<file path="config.mk">
export PLATFORM = sky130hd
export DESIGN_NAME = slotted_bus_packet_receiver_flat
export DESIGN_NICKNAME = d
export VERILOG_FILES = /design/src/rtl/sbpr_pkg.sv /design/src/rtl/sbpr_ifs.sv /design/src/rtl/sbpr_front.sv /design/src/rtl/sbpr_queue.sv /design/src/rtl/sbpr_back.sv /design/src/rtl/slotted_bus_packet_receiver.sv /design/src/flat_wrapper.sv
export SDC_FILE = /design/constraint.sdc
export NUM_CORES = 2
export LEC_CHECK = 0
export BUFFER_PORTS_ARGS = -buffer_cell sky130_fd_sc_hd__buf_2
export CORE_MARGIN = 5
export CORE_UTILIZATION = 63
export DETAILED_ROUTE_END_ITERATION = 12
export PLACE_DENSITY = 0.79
export SLEW_MARGIN = 15
export SYNTH_ARGS = -nofsm -noshare
export SYNTH_HDL_FRONTEND = slang
export SYNTH_SLANG_ARGS = --single-unit
</file>
<file path="constraint.sdc">
create_clock -name clk -period 9.3 [get_ports clk]
set_clock_uncertainty 0.15 [all_clocks]
set_input_delay 0.93 -clock clk [delete_from_list [all_inputs] [get_ports clk]]
set_output_delay 0.93 -clock clk [all_outputs]
set_load 0.01 [all_outputs]
</file>
<file path="src/rtl/sbpr_pkg.sv">
`timescale 1ns / 1ps
// Shared definitions for the slotted bus packet receiver.
// No dependencies; the front, queue, back and top files refer to it by scoped names.
package sbpr_pkg;

    // Payload buffer depth and decoupling queue depth
    localparam int BUFFER_DEPTH = 256;
    localparam int QUEUE_DEPTH  = 2;

    // Request operations, coded as the mode field of an input request
    typedef enum logic [1:0] {
        OP_BYTE    = 2'd0,
        OP_RELEASE = 2'd1,
        OP_READ    = 2'd2,
        OP_NONE    = 2'd3
    } op_t;

    // Configuration register indexes
    typedef enum logic [1:0] {
        CFG_SLOT_MAP    = 2'd0,
        CFG_FIRST_FRAME = 2'd1,
        CFG_FRAME_COUNT = 2'd2,
        CFG_UNUSED      = 2'd3
    } cfg_index_t;

    // Classified request as it travels from front to back
    typedef struct packed {
        op_t        op;
        logic [7:0] value;   // bus byte, or buffer index for a read
        logic       owned;   // slot map owns the byte taken as a type
    } entry_t;

endpackage

</file>
<file path="src/rtl/sbpr_ifs.sv">
`timescale 1ns / 1ps
// Channel interfaces of the slotted bus packet receiver: requests in,
// results out and configuration writes. Valid/ready handshake on each.
interface sbpr_in_if;
    logic       valid;
    logic       ready;
    logic [1:0] mode;
    logic [7:0] rx_byte;
    logic [7:0] read_index;

    modport source (output valid, output mode, output rx_byte, output read_index,
                    input ready);
    modport sink (input valid, input mode, input rx_byte, input read_index,
                  output ready);
endinterface

interface sbpr_out_if;
    logic       valid;
    logic       ready;
    logic [2:0] phase;
    logic       packet_ready;
    logic       active_request;
    logic [7:0] packet_kind;
    logic [7:0] payload_len;
    logic       in_band;
    logic [7:0] read_data;

    modport source (output valid, output phase, output packet_ready,
                    output active_request, output packet_kind, output payload_len,
                    output in_band, output read_data, input ready);
    modport sink (input valid, input phase, input packet_ready,
                  input active_request, input packet_kind, input payload_len,
                  input in_band, input read_data, output ready);
endinterface

interface sbpr_cfg_if;
    logic        valid;
    logic        ready;
    logic [1:0]  index;
    logic [63:0] data;

    modport source (output valid, output index, output data, input ready);
    modport sink (input valid, input index, input data, output ready);
endinterface

</file>
<file path="src/rtl/sbpr_front.sv">
`timescale 1ns / 1ps
// Front end: holds the configuration registers, accepts requests and
// classifies them (operation, operand, slot ownership). Uses sbpr_pkg, sbpr_ifs.
module sbpr_front (
    input  logic            clk,
    input  logic            rst_n,
    sbpr_in_if.sink         item_in,
    sbpr_cfg_if.sink        cfg,
    output logic            push_valid,
    output sbpr_pkg::entry_t push_entry,
    input  logic            push_ready
);

    logic [63:0] slot_map_reg;
    logic [2:0]  first_frame_reg;
    logic [3:0]  frame_count_reg;

    logic [2:0]  frame_num;
    logic [2:0]  frame_idx;
    logic        owned;
    sbpr_pkg::op_t op;

    // Configuration writes are always taken
    assign cfg.ready = 1'b1;

    always_ff @(posedge clk or negedge rst_n)
    begin
        if (!rst_n)
        begin
            slot_map_reg    <= '0;
            first_frame_reg <= '0;
            frame_count_reg <= '0;
        end
        else if (cfg.valid)
        begin
            unique case (sbpr_pkg::cfg_index_t'(cfg.index))
                sbpr_pkg::CFG_SLOT_MAP:    slot_map_reg    <= cfg.data;
                sbpr_pkg::CFG_FIRST_FRAME: first_frame_reg <= cfg.data[2:0];
                sbpr_pkg::CFG_FRAME_COUNT: frame_count_reg <= cfg.data[3:0];
                default: ;
            endcase
        end
    end

    // Look up the slot owned by the byte if it turns out to be a type byte
    assign frame_num = item_in.rx_byte[2:0];
    assign frame_idx = frame_num - first_frame_reg;
    assign owned     = (frame_num >= first_frame_reg)
                     && ({1'b0, frame_idx} < frame_count_reg)
                     && slot_map_reg[{frame_idx, item_in.rx_byte[5:3]}];

    // Classify and hand to the queue
    assign op = sbpr_pkg::op_t'(item_in.mode);

    always_comb
    begin
        push_entry.op    = op;
        push_entry.owned = owned;
        unique case (op)
            sbpr_pkg::OP_READ: push_entry.value = item_in.read_index;
            default:           push_entry.value = item_in.rx_byte;
        endcase
    end

    assign push_valid    = item_in.valid;
    assign item_in.ready = push_ready;

endmodule

</file>
<file path="src/rtl/sbpr_queue.sv">
`timescale 1ns / 1ps
// Short queue between front and back so each side can stall on its own.
// Depth from sbpr_pkg::QUEUE_DEPTH; entries are sbpr_pkg::entry_t.
module sbpr_queue (
    input  logic             clk,
    input  logic             rst_n,
    input  logic             push_valid,
    input  sbpr_pkg::entry_t push_entry,
    output logic             push_ready,
    output logic             pop_valid,
    output sbpr_pkg::entry_t pop_entry,
    input  logic             pop
);

    localparam int DEPTH = sbpr_pkg::QUEUE_DEPTH;
    localparam int PW    = (DEPTH > 1) ? $clog2(DEPTH) : 1;
    localparam int CW    = $clog2(DEPTH + 1);
    localparam logic [PW-1:0] LAST = PW'(DEPTH - 1);
    localparam logic [CW-1:0] FULL = CW'(DEPTH);

    sbpr_pkg::entry_t entries [DEPTH];
    logic [PW-1:0] wr_ptr_reg;
    logic [PW-1:0] rd_ptr_reg;
    logic [CW-1:0] count_reg;
    logic          do_push;
    logic          do_pop;

    assign push_ready = (count_reg != FULL);
    assign pop_valid  = (count_reg != '0);
    assign pop_entry  = entries[rd_ptr_reg];
    assign do_push    = push_valid && push_ready;
    assign do_pop     = pop && pop_valid;

    // Store pushed entries
    always_ff @(posedge clk)
    begin
        if (do_push)
        begin
            entries[wr_ptr_reg] <= push_entry;
        end
    end

    // Advance pointers and occupancy
    always_ff @(posedge clk or negedge rst_n)
    begin
        if (!rst_n)
        begin
            wr_ptr_reg <= '0;
            rd_ptr_reg <= '0;
            count_reg  <= '0;
        end
        else
        begin
            if (do_push)
            begin
                wr_ptr_reg <= (wr_ptr_reg == LAST) ? '0 : wr_ptr_reg + PW'(1);
            end
            if (do_pop)
            begin
                rd_ptr_reg <= (rd_ptr_reg == LAST) ? '0 : rd_ptr_reg + PW'(1);
            end
            if (do_push && !do_pop)
            begin
                count_reg <= count_reg + CW'(1);
            end
            else if (do_pop && !do_push)
            begin
                count_reg <= count_reg - CW'(1);
            end
        end
    end

endmodule

</file>
<file path="src/rtl/sbpr_back.sv">
`timescale 1ns / 1ps
// Back end: frame state machine, payload buffer and result register.
// Takes classified requests from sbpr_queue; uses sbpr_pkg and sbpr_ifs.
module sbpr_back #(
    parameter int BUFFER_DEPTH = sbpr_pkg::BUFFER_DEPTH
) (
    input  logic             clk,
    input  logic             rst_n,
    input  logic             q_valid,
    input  sbpr_pkg::entry_t q_entry,
    output logic             pop,
    sbpr_out_if.source       result_out
);

    localparam int AW = (BUFFER_DEPTH > 1) ? $clog2(BUFFER_DEPTH) : 1;
    localparam logic [8:0] DEPTH_LIM = 9'(BUFFER_DEPTH);
    localparam logic [7:0] LEN_HDR   = 8'd3;

    typedef enum logic [2:0] {
        PH_IDLE  = 3'd0,
        PH_TYPE  = 3'd1,
        PH_LEN   = 3'd2,
        PH_DATA  = 3'd3,
        PH_READY = 3'd4,
        PH_INUSE = 3'd5
    } phase_t;

    phase_t     phase_reg, phase_next;
    logic [7:0] kind_reg, kind_next;
    logic [7:0] exp_reg, exp_next;
    logic [7:0] wpos_reg, wpos_next;
    logic       inband_reg, inband_next;

    logic       out_valid_reg;
    phase_t     out_phase_reg;
    logic       out_ready_flag_reg;
    logic       out_req_reg;
    logic [7:0] rd_reg;

    logic [7:0] mem [BUFFER_DEPTH];

    logic       advance;
    logic       waiting;
    logic [7:0] len_val;
    logic [7:0] wpos_inc;
    logic       ready_flag;
    logic       req_flag;
    logic       mem_we;
    logic       rd_hit;

    // Take the next request when the result register is free or draining
    assign advance = q_valid && (!out_valid_reg || result_out.ready);
    assign pop     = advance;

    assign waiting  = (phase_reg == PH_READY) || (phase_reg == PH_INUSE);
    assign len_val  = kind_reg[7] ? q_entry.value : {1'b0, q_entry.value[6:0]};
    assign wpos_inc = wpos_reg + 8'd1;
    assign rd_hit   = (q_entry.op == sbpr_pkg::OP_READ)
                    && ({1'b0, q_entry.value} < DEPTH_LIM);

    // Frame state update for one request
    always_comb
    begin
        phase_next  = phase_reg;
        kind_next   = kind_reg;
        exp_next    = exp_reg;
        wpos_next   = wpos_reg;
        inband_next = inband_reg;
        ready_flag  = 1'b0;
        req_flag    = 1'b0;
        mem_we      = 1'b0;
        unique case (q_entry.op)
            sbpr_pkg::OP_BYTE:
            begin
                priority if (waiting)
                begin
                    // packet waiting: drop the byte
                end
                else if (q_entry.value == 8'h00)
                begin
                    phase_next = PH_TYPE;
                end
                else if (phase_reg == PH_TYPE)
                begin
                    kind_next  = q_entry.value;
                    phase_next = PH_LEN;
                    if (!q_entry.value[7])
                    begin
                        if (q_entry.owned)
                        begin
                            req_flag = 1'b1;
                        end
                        else
                        begin
                            phase_next = PH_IDLE;
                        end
                    end
                end
                else if (phase_reg == PH_LEN)
                begin
                    inband_next = !kind_reg[7] && q_entry.value[7];
                    priority if (len_val < LEN_HDR)
                    begin
                        phase_next = PH_IDLE;
                    end
                    else if (len_val == LEN_HDR)
                    begin
                        exp_next   = '0;
                        phase_next = PH_READY;
                        ready_flag = 1'b1;
                    end
                    else
                    begin
                        exp_next   = len_val - LEN_HDR;
                        wpos_next  = '0;
                        phase_next = PH_DATA;
                    end
                end
                else if (phase_reg == PH_DATA)
                begin
                    mem_we    = ({1'b0, wpos_reg} < DEPTH_LIM);
                    wpos_next = wpos_inc;
                    if (wpos_inc >= exp_reg)
                    begin
                        phase_next = PH_READY;
                        ready_flag = 1'b1;
                    end
                end
                else
                begin
                    // idle: drop nonzero bytes
                end
            end
            sbpr_pkg::OP_RELEASE:
            begin
                if (waiting)
                begin
                    phase_next = PH_IDLE;
                end
            end
            sbpr_pkg::OP_READ:
            begin
                if (phase_reg == PH_READY)
                begin
                    phase_next = PH_INUSE;
                end
            end
            default: ;
        endcase
    end

    // Payload buffer: write payload bytes, register read data
    always_ff @(posedge clk)
    begin
        if (advance && mem_we)
        begin
            mem[wpos_reg[AW-1:0]] <= q_entry.value;
        end
        if (advance)
        begin
            rd_reg <= rd_hit ? mem[q_entry.value[AW-1:0]] : 8'h00;
        end
    end

    // Hold frame state and the result register
    always_ff @(posedge clk or negedge rst_n)
    begin
        if (!rst_n)
        begin
            phase_reg          <= PH_IDLE;
            kind_reg           <= '0;
            exp_reg            <= '0;
            wpos_reg           <= '0;
            inband_reg         <= 1'b0;
            out_valid_reg      <= 1'b0;
            out_phase_reg      <= PH_IDLE;
            out_ready_flag_reg <= 1'b0;
            out_req_reg        <= 1'b0;
        end
        else if (advance)
        begin
            phase_reg          <= phase_next;
            kind_reg           <= kind_next;
            exp_reg            <= exp_next;
            wpos_reg           <= wpos_next;
            inband_reg         <= inband_next;
            out_valid_reg      <= 1'b1;
            out_phase_reg      <= phase_next;
            out_ready_flag_reg <= ready_flag;
            out_req_reg        <= req_flag;
        end
        else if (result_out.ready)
        begin
            out_valid_reg <= 1'b0;
        end
    end

    // Kind, length and in-band flag only change when the result is loaded
    assign result_out.valid          = out_valid_reg;
    assign result_out.phase          = out_phase_reg;
    assign result_out.packet_ready   = out_ready_flag_reg;
    assign result_out.active_request = out_req_reg;
    assign result_out.packet_kind    = kind_reg;
    assign result_out.payload_len    = exp_reg;
    assign result_out.in_band        = inband_reg;
    assign result_out.read_data      = rd_reg;

`ifndef SYNTHESIS
    a_data_len_nonzero: assert property (@(posedge clk) disable iff (!rst_n)
        (phase_reg == PH_DATA) |-> (exp_reg != 8'd0))
        else $error("payload phase with zero expected length");

    a_data_pos_in_range: assert property (@(posedge clk) disable iff (!rst_n)
        (phase_reg == PH_DATA) |-> (wpos_reg < exp_reg))
        else $error("write position reached expected length in payload phase");

    a_ready_phase: assert property (@(posedge clk) disable iff (!rst_n)
        (out_valid_reg && out_ready_flag_reg) |-> (out_phase_reg == PH_READY))
        else $error("completed packet not reported in ready phase");

    a_request_phase: assert property (@(posedge clk) disable iff (!rst_n)
        (out_valid_reg && out_req_reg) |-> (out_phase_reg == PH_LEN && !kind_reg[7]))
        else $error("reply request without an active type awaiting length");

    a_result_mirrors_state: assert property (@(posedge clk) disable iff (!rst_n)
        out_valid_reg |-> (out_phase_reg == phase_reg))
        else $error("result phase differs from frame state");
`endif

endmodule

</file>
<file path="src/rtl/slotted_bus_packet_receiver.sv">
`timescale 1ns / 1ps
// Top level of the slotted bus packet receiver: front end, request queue,
// back end. Depends on sbpr_pkg, sbpr_ifs, sbpr_front, sbpr_queue, sbpr_back.
//
//   channel     dir  handshake      payload
//   item_in     in   valid/ready    mode, rx_byte, read_index
//   result_out  out  valid/ready    phase, packet_ready, active_request,
//                                   packet_kind, payload_len, in_band, read_data
//   cfg         in   valid/ready    index, data (ready is always high)
//
// One request per cycle sustained while the queue has room and the result register
// is free or draining; one result per request, loaded into the result register
// when the back end takes the request from the queue.
// Reset clears the frame state and the queue; buffer contents stay undefined.
// A stalled result holds while the two-entry queue keeps taking requests until full.
module slotted_bus_packet_receiver #(
    parameter int BUFFER_DEPTH = sbpr_pkg::BUFFER_DEPTH
) (
    input  logic        clk,
    input  logic        rst_n,
    sbpr_in_if.sink     item_in,
    sbpr_cfg_if.sink    cfg,
    sbpr_out_if.source  result_out
);

    logic             push_valid;
    logic             push_ready;
    sbpr_pkg::entry_t push_entry;
    logic             q_valid;
    sbpr_pkg::entry_t q_entry;
    logic             pop;

    sbpr_front u_front (
        .clk        (clk),
        .rst_n      (rst_n),
        .item_in    (item_in),
        .cfg        (cfg),
        .push_valid (push_valid),
        .push_entry (push_entry),
        .push_ready (push_ready)
    );

    sbpr_queue u_queue (
        .clk        (clk),
        .rst_n      (rst_n),
        .push_valid (push_valid),
        .push_entry (push_entry),
        .push_ready (push_ready),
        .pop_valid  (q_valid),
        .pop_entry  (q_entry),
        .pop        (pop)
    );

    sbpr_back #(
        .BUFFER_DEPTH (BUFFER_DEPTH)
    ) u_back (
        .clk        (clk),
        .rst_n      (rst_n),
        .q_valid    (q_valid),
        .q_entry    (q_entry),
        .pop        (pop),
        .result_out (result_out)
    );

endmodule
</file>
<file path="src/flat_wrapper.sv">
// flat-port wrapper written by rule: the top's interface ports become plain ports
module slotted_bus_packet_receiver_flat 
#(
    parameter int BUFFER_DEPTH = sbpr_pkg::BUFFER_DEPTH
)
  (clk, rst_n, item_in_valid, item_in_mode, item_in_rx_byte, item_in_read_index, item_in_ready, cfg_valid, cfg_index, cfg_data, cfg_ready, result_out_valid, result_out_phase, result_out_packet_ready, result_out_active_request, result_out_packet_kind, result_out_payload_len, result_out_in_band, result_out_read_data, result_out_ready);
  sbpr_in_if item_in_i ();
  sbpr_cfg_if cfg_i ();
  sbpr_out_if result_out_i ();
  input  logic clk;
  input  logic rst_n;
  input wire logic [$bits(item_in_i.valid)-1:0] item_in_valid;
  input wire logic [$bits(item_in_i.mode)-1:0] item_in_mode;
  input wire logic [$bits(item_in_i.rx_byte)-1:0] item_in_rx_byte;
  input wire logic [$bits(item_in_i.read_index)-1:0] item_in_read_index;
  output wire logic [$bits(item_in_i.ready)-1:0] item_in_ready;
  input wire logic [$bits(cfg_i.valid)-1:0] cfg_valid;
  input wire logic [$bits(cfg_i.index)-1:0] cfg_index;
  input wire logic [$bits(cfg_i.data)-1:0] cfg_data;
  output wire logic [$bits(cfg_i.ready)-1:0] cfg_ready;
  output wire logic [$bits(result_out_i.valid)-1:0] result_out_valid;
  output wire logic [$bits(result_out_i.phase)-1:0] result_out_phase;
  output wire logic [$bits(result_out_i.packet_ready)-1:0] result_out_packet_ready;
  output wire logic [$bits(result_out_i.active_request)-1:0] result_out_active_request;
  output wire logic [$bits(result_out_i.packet_kind)-1:0] result_out_packet_kind;
  output wire logic [$bits(result_out_i.payload_len)-1:0] result_out_payload_len;
  output wire logic [$bits(result_out_i.in_band)-1:0] result_out_in_band;
  output wire logic [$bits(result_out_i.read_data)-1:0] result_out_read_data;
  input wire logic [$bits(result_out_i.ready)-1:0] result_out_ready;
  assign item_in_i.valid = item_in_valid;
  assign item_in_i.mode = item_in_mode;
  assign item_in_i.rx_byte = item_in_rx_byte;
  assign item_in_i.read_index = item_in_read_index;
  assign item_in_ready = item_in_i.ready;
  assign cfg_i.valid = cfg_valid;
  assign cfg_i.index = cfg_index;
  assign cfg_i.data = cfg_data;
  assign cfg_ready = cfg_i.ready;
  assign result_out_valid = result_out_i.valid;
  assign result_out_phase = result_out_i.phase;
  assign result_out_packet_ready = result_out_i.packet_ready;
  assign result_out_active_request = result_out_i.active_request;
  assign result_out_packet_kind = result_out_i.packet_kind;
  assign result_out_payload_len = result_out_i.payload_len;
  assign result_out_in_band = result_out_i.in_band;
  assign result_out_read_data = result_out_i.read_data;
  assign result_out_i.ready = result_out_ready;
  slotted_bus_packet_receiver #(.BUFFER_DEPTH(BUFFER_DEPTH)) u_core (.clk(clk), .rst_n(rst_n), .item_in(item_in_i), .cfg(cfg_i), .result_out(result_out_i));
endmodule
</file>
==> flow_summary.toml <==
[detailed_routing]
drt_iter0_drc = 8596
drc = 0
routedWlPerCell_um = 29.4
vias = 52000
via_per_inst = 6.86
ant_nets = 0
firstDrtPassIters = 6
drt-total-wl_um = 223000

[synth]
syn-cell-area_mm2 = 0.0871
ys_types = 68
netlist_instances = 5574
yosysWarnings = 0
yosysSeqAreaShare_pct = 74.7
synth_nets = 5688
avgSynthCellArea_um2 = 15.6
async_flop_share_pct = 4.85
synth-main-ff-cell = "edfxtp_1"
synth_edf_count = 2078
synth.ff_latch_count = 2184

[timing]
min_period_ns = 6.50
max_freq_mhz = 154
setup_tns_ns = 0
setup_viol = 0
fin_crit_sh_pct = 69.8
relSlewSlack_pct = 13.4
rsz0062_at_grt = "false"
hold_viol_final = 0
slew_violations = 0
worstMarginPinSlew_ns = 1.29

[layout]
final_nets = 5740
ff_latch_area_mm2 = 0.0651
syn_to_final_growth_pct = 9.64
final_cell_mix = "2,078 x edfxtp_1, 1,161 x nand2_1, 298 x nand3_1, 280 x nor2_1, 254 x mux4_2"
postLayoutCellArea_mm2 = 0.0955
drive_gt1_share_pct = 14.8
final_common_cell = "edfxtp_1"
fin_util_pct = 69.4
largest_reg_flops = 2048
n_fill_cell = 8235
multi_input_area_mm2 = 0.0203

[power]
power_mw = 28.5
leakagePower_nw = 31.4
ir_drop_mv = 0.333
p_per_area_mw_per_mm2 = 298

[global_routing]
grt_max_degree = 184
antenna_found_initial = 12
overflow = 0
grt_pass1_wl_um = 329000
first_global_vias = 51000
grt_usage_pct = 30.4

[clock_tree]
clockBufferDepth = 3
tritoncts = "done"
cts-htree-levels = 4
path_clk_slew_ns = 0.06
cts_root_buf = "clkbuf_16"
numCtsBuffers = 202
clock-sinks = 2184
insertion_delay_ns = 0.85

[placed_design]
gp_congestion = 0.869
dp_hpwl_um = 127000
io_buffers = 120
dpl-instance-area_mm2 = 0.0891

[critical_path]
crit_fanout = 146
cp_data_arrival_time_ns = 7.05
start_kind = "register"
critPathRequiredTime_ns = 9.85
startpoint = "u_core.u_queue.rd_ptr_reg$_DFFE_PN0P_"
cp-end-kind = "register"
crit_type = "register to register"
r2r_start = "u_core.u_queue.rd_ptr_reg$_DFFE_PN0P_"

[die]
rows = 136
fp.dieW_um = 382
start_util_pct = 63.3
fp.dieH_um = 382
io_pins = 122
core-area_mm2 = 0.137
dieArea_mm2 = 0.146

[min_path]
hp-start = "item_in_mode[1]"
hp-class = "input pin to register"

[run]
drv_cap = 0

[outcome]
status = "completed"
worst max-delay path: stages (launching register included):
cell and delay (ns):
dfrtp_1 0.66, buf_4 0.41, mux2i_4 0.30, buf_4 0.69, buf_12 0.67, buf_4 0.69, nand2_1 0.81, o221ai_1 0.46
a21oi_1 0.07, nand3_1 0.23, a211oi_1 0.16, nor3_1 0.75, o31a_1 0.19
power by group:
| group | leakage [nW] | internal [mW] | switching, mW |
|---|---|---|---|
| registers | 20.0 | 12.1 | 0.167 |
| logic | 8.30 | 2.32 | 5.85 |
| clock network | 3.07 | 4.43 | 3.56 |
cell usage after synthesis, drive strengths merged (11+ instances only):
cell,number,area [um^2]
inv,33,126
o21ai,88,440
mux2,83,935
nand4,16,100
nand2,1161,4360
clkbuf,173,649
o211ai,24,180
a2111oi,21,221
a311oi,82,718
a21oi,87,435
nor2,283,1070
a31oi,126,788
nand3,302,1530
buf,194,1140
o2111ai,28,245
a221oi,22,193
nor2b,11,68.8
o221ai,21,184
edfxtp,2078,62400
dfrtp,106,2650
and3,116,726
mux2i,28,288
nor3,11,55.1
mux4,254,5720
a22oi,105,788
ha,24,300
through the flow:
step / worst slack [ns] / hold slack, ns / cells
2_1_floorplan: 2.40 / 0.311 / 5574
6_report: 2.80 / 0.154 / 7588
5_1_grt: 2.65 / 0.132 / 7583
3_3_place_gp: 3.23 / 0.316 / 7215
4_1_cts: 3.03 / 0.100 / 7582
3_5_place_dp: 3.13 / 0.320 / 7215
final timing paths:
path / to / slack [ns] / cells after the start
min in group asynchronous: u_core.u_front.slot_map_reg[54]$_DFFE_PN0P_ / 0.50 / 2
max: u_core.u_back.result_out.read_data[2]$_SDFFCE_PN0P_ / 2.80 / 12
max reg2reg: u_core.u_back.result_out.read_data[2]$_SDFFCE_PN0P_ / 2.80 / 12
min reg2reg: u_core.u_back.result_out.packet_kind[6]$_DFFE_PN0P_ / 0.34 / 2
min: u_core.u_queue.entries[0][10]$_DFFE_PP_ / 0.15 / 1
max in group asynchronous: u_core.u_back.wpos_reg[7]$_DFFE_PN0P_ / 7.23 / 3
kinds of logic after synthesis:
kind of cell / after synthesis / synth area share (%)
flops: 2184 / 74.7
simple gates: 1929 / 9.30
other cells: 1 / 0.00431
buf+inv: 401 / 2.21
compound gates: 657 / 5.32
mux: 365 / 7.97
xor+xnor: 12 / 0.121
fa+ha+maj: 25 / 0.368
layer usage:
metal / vias to the layer above / track usage, % / part of all wire, %
met2: 4095 / 46.1 / 46
met1: 25700 / 41.6 / 35
met3: 692 / 8.72 / 14
li1: 21500 / - / -
met4: 12 / 14.1 / 5.4
met5: - / 0 / 0.053
what timing repair did:
| item | 4_1_cts | 5_1_grt |
|---|---|---|
| gates resized for setup | 0 | 0 |
| buffers inserted | 0 | 0 |
| hold buffers | 1 | 0 |
| hold endpoints to repair | 41 | 0 |
layout make-up:
type	instances	share of cell area, %
timing repair buffer	215	1.42
sequential	2184	68.1
clock buffer	249	5.56
clock inverter	117	1.06
antenna	6	0.0157
inverter	34	0.206
tap	1794	2.35
multi-input combinational	2989	21.3
Note: power is estimated with default switching activity, not from simulation.
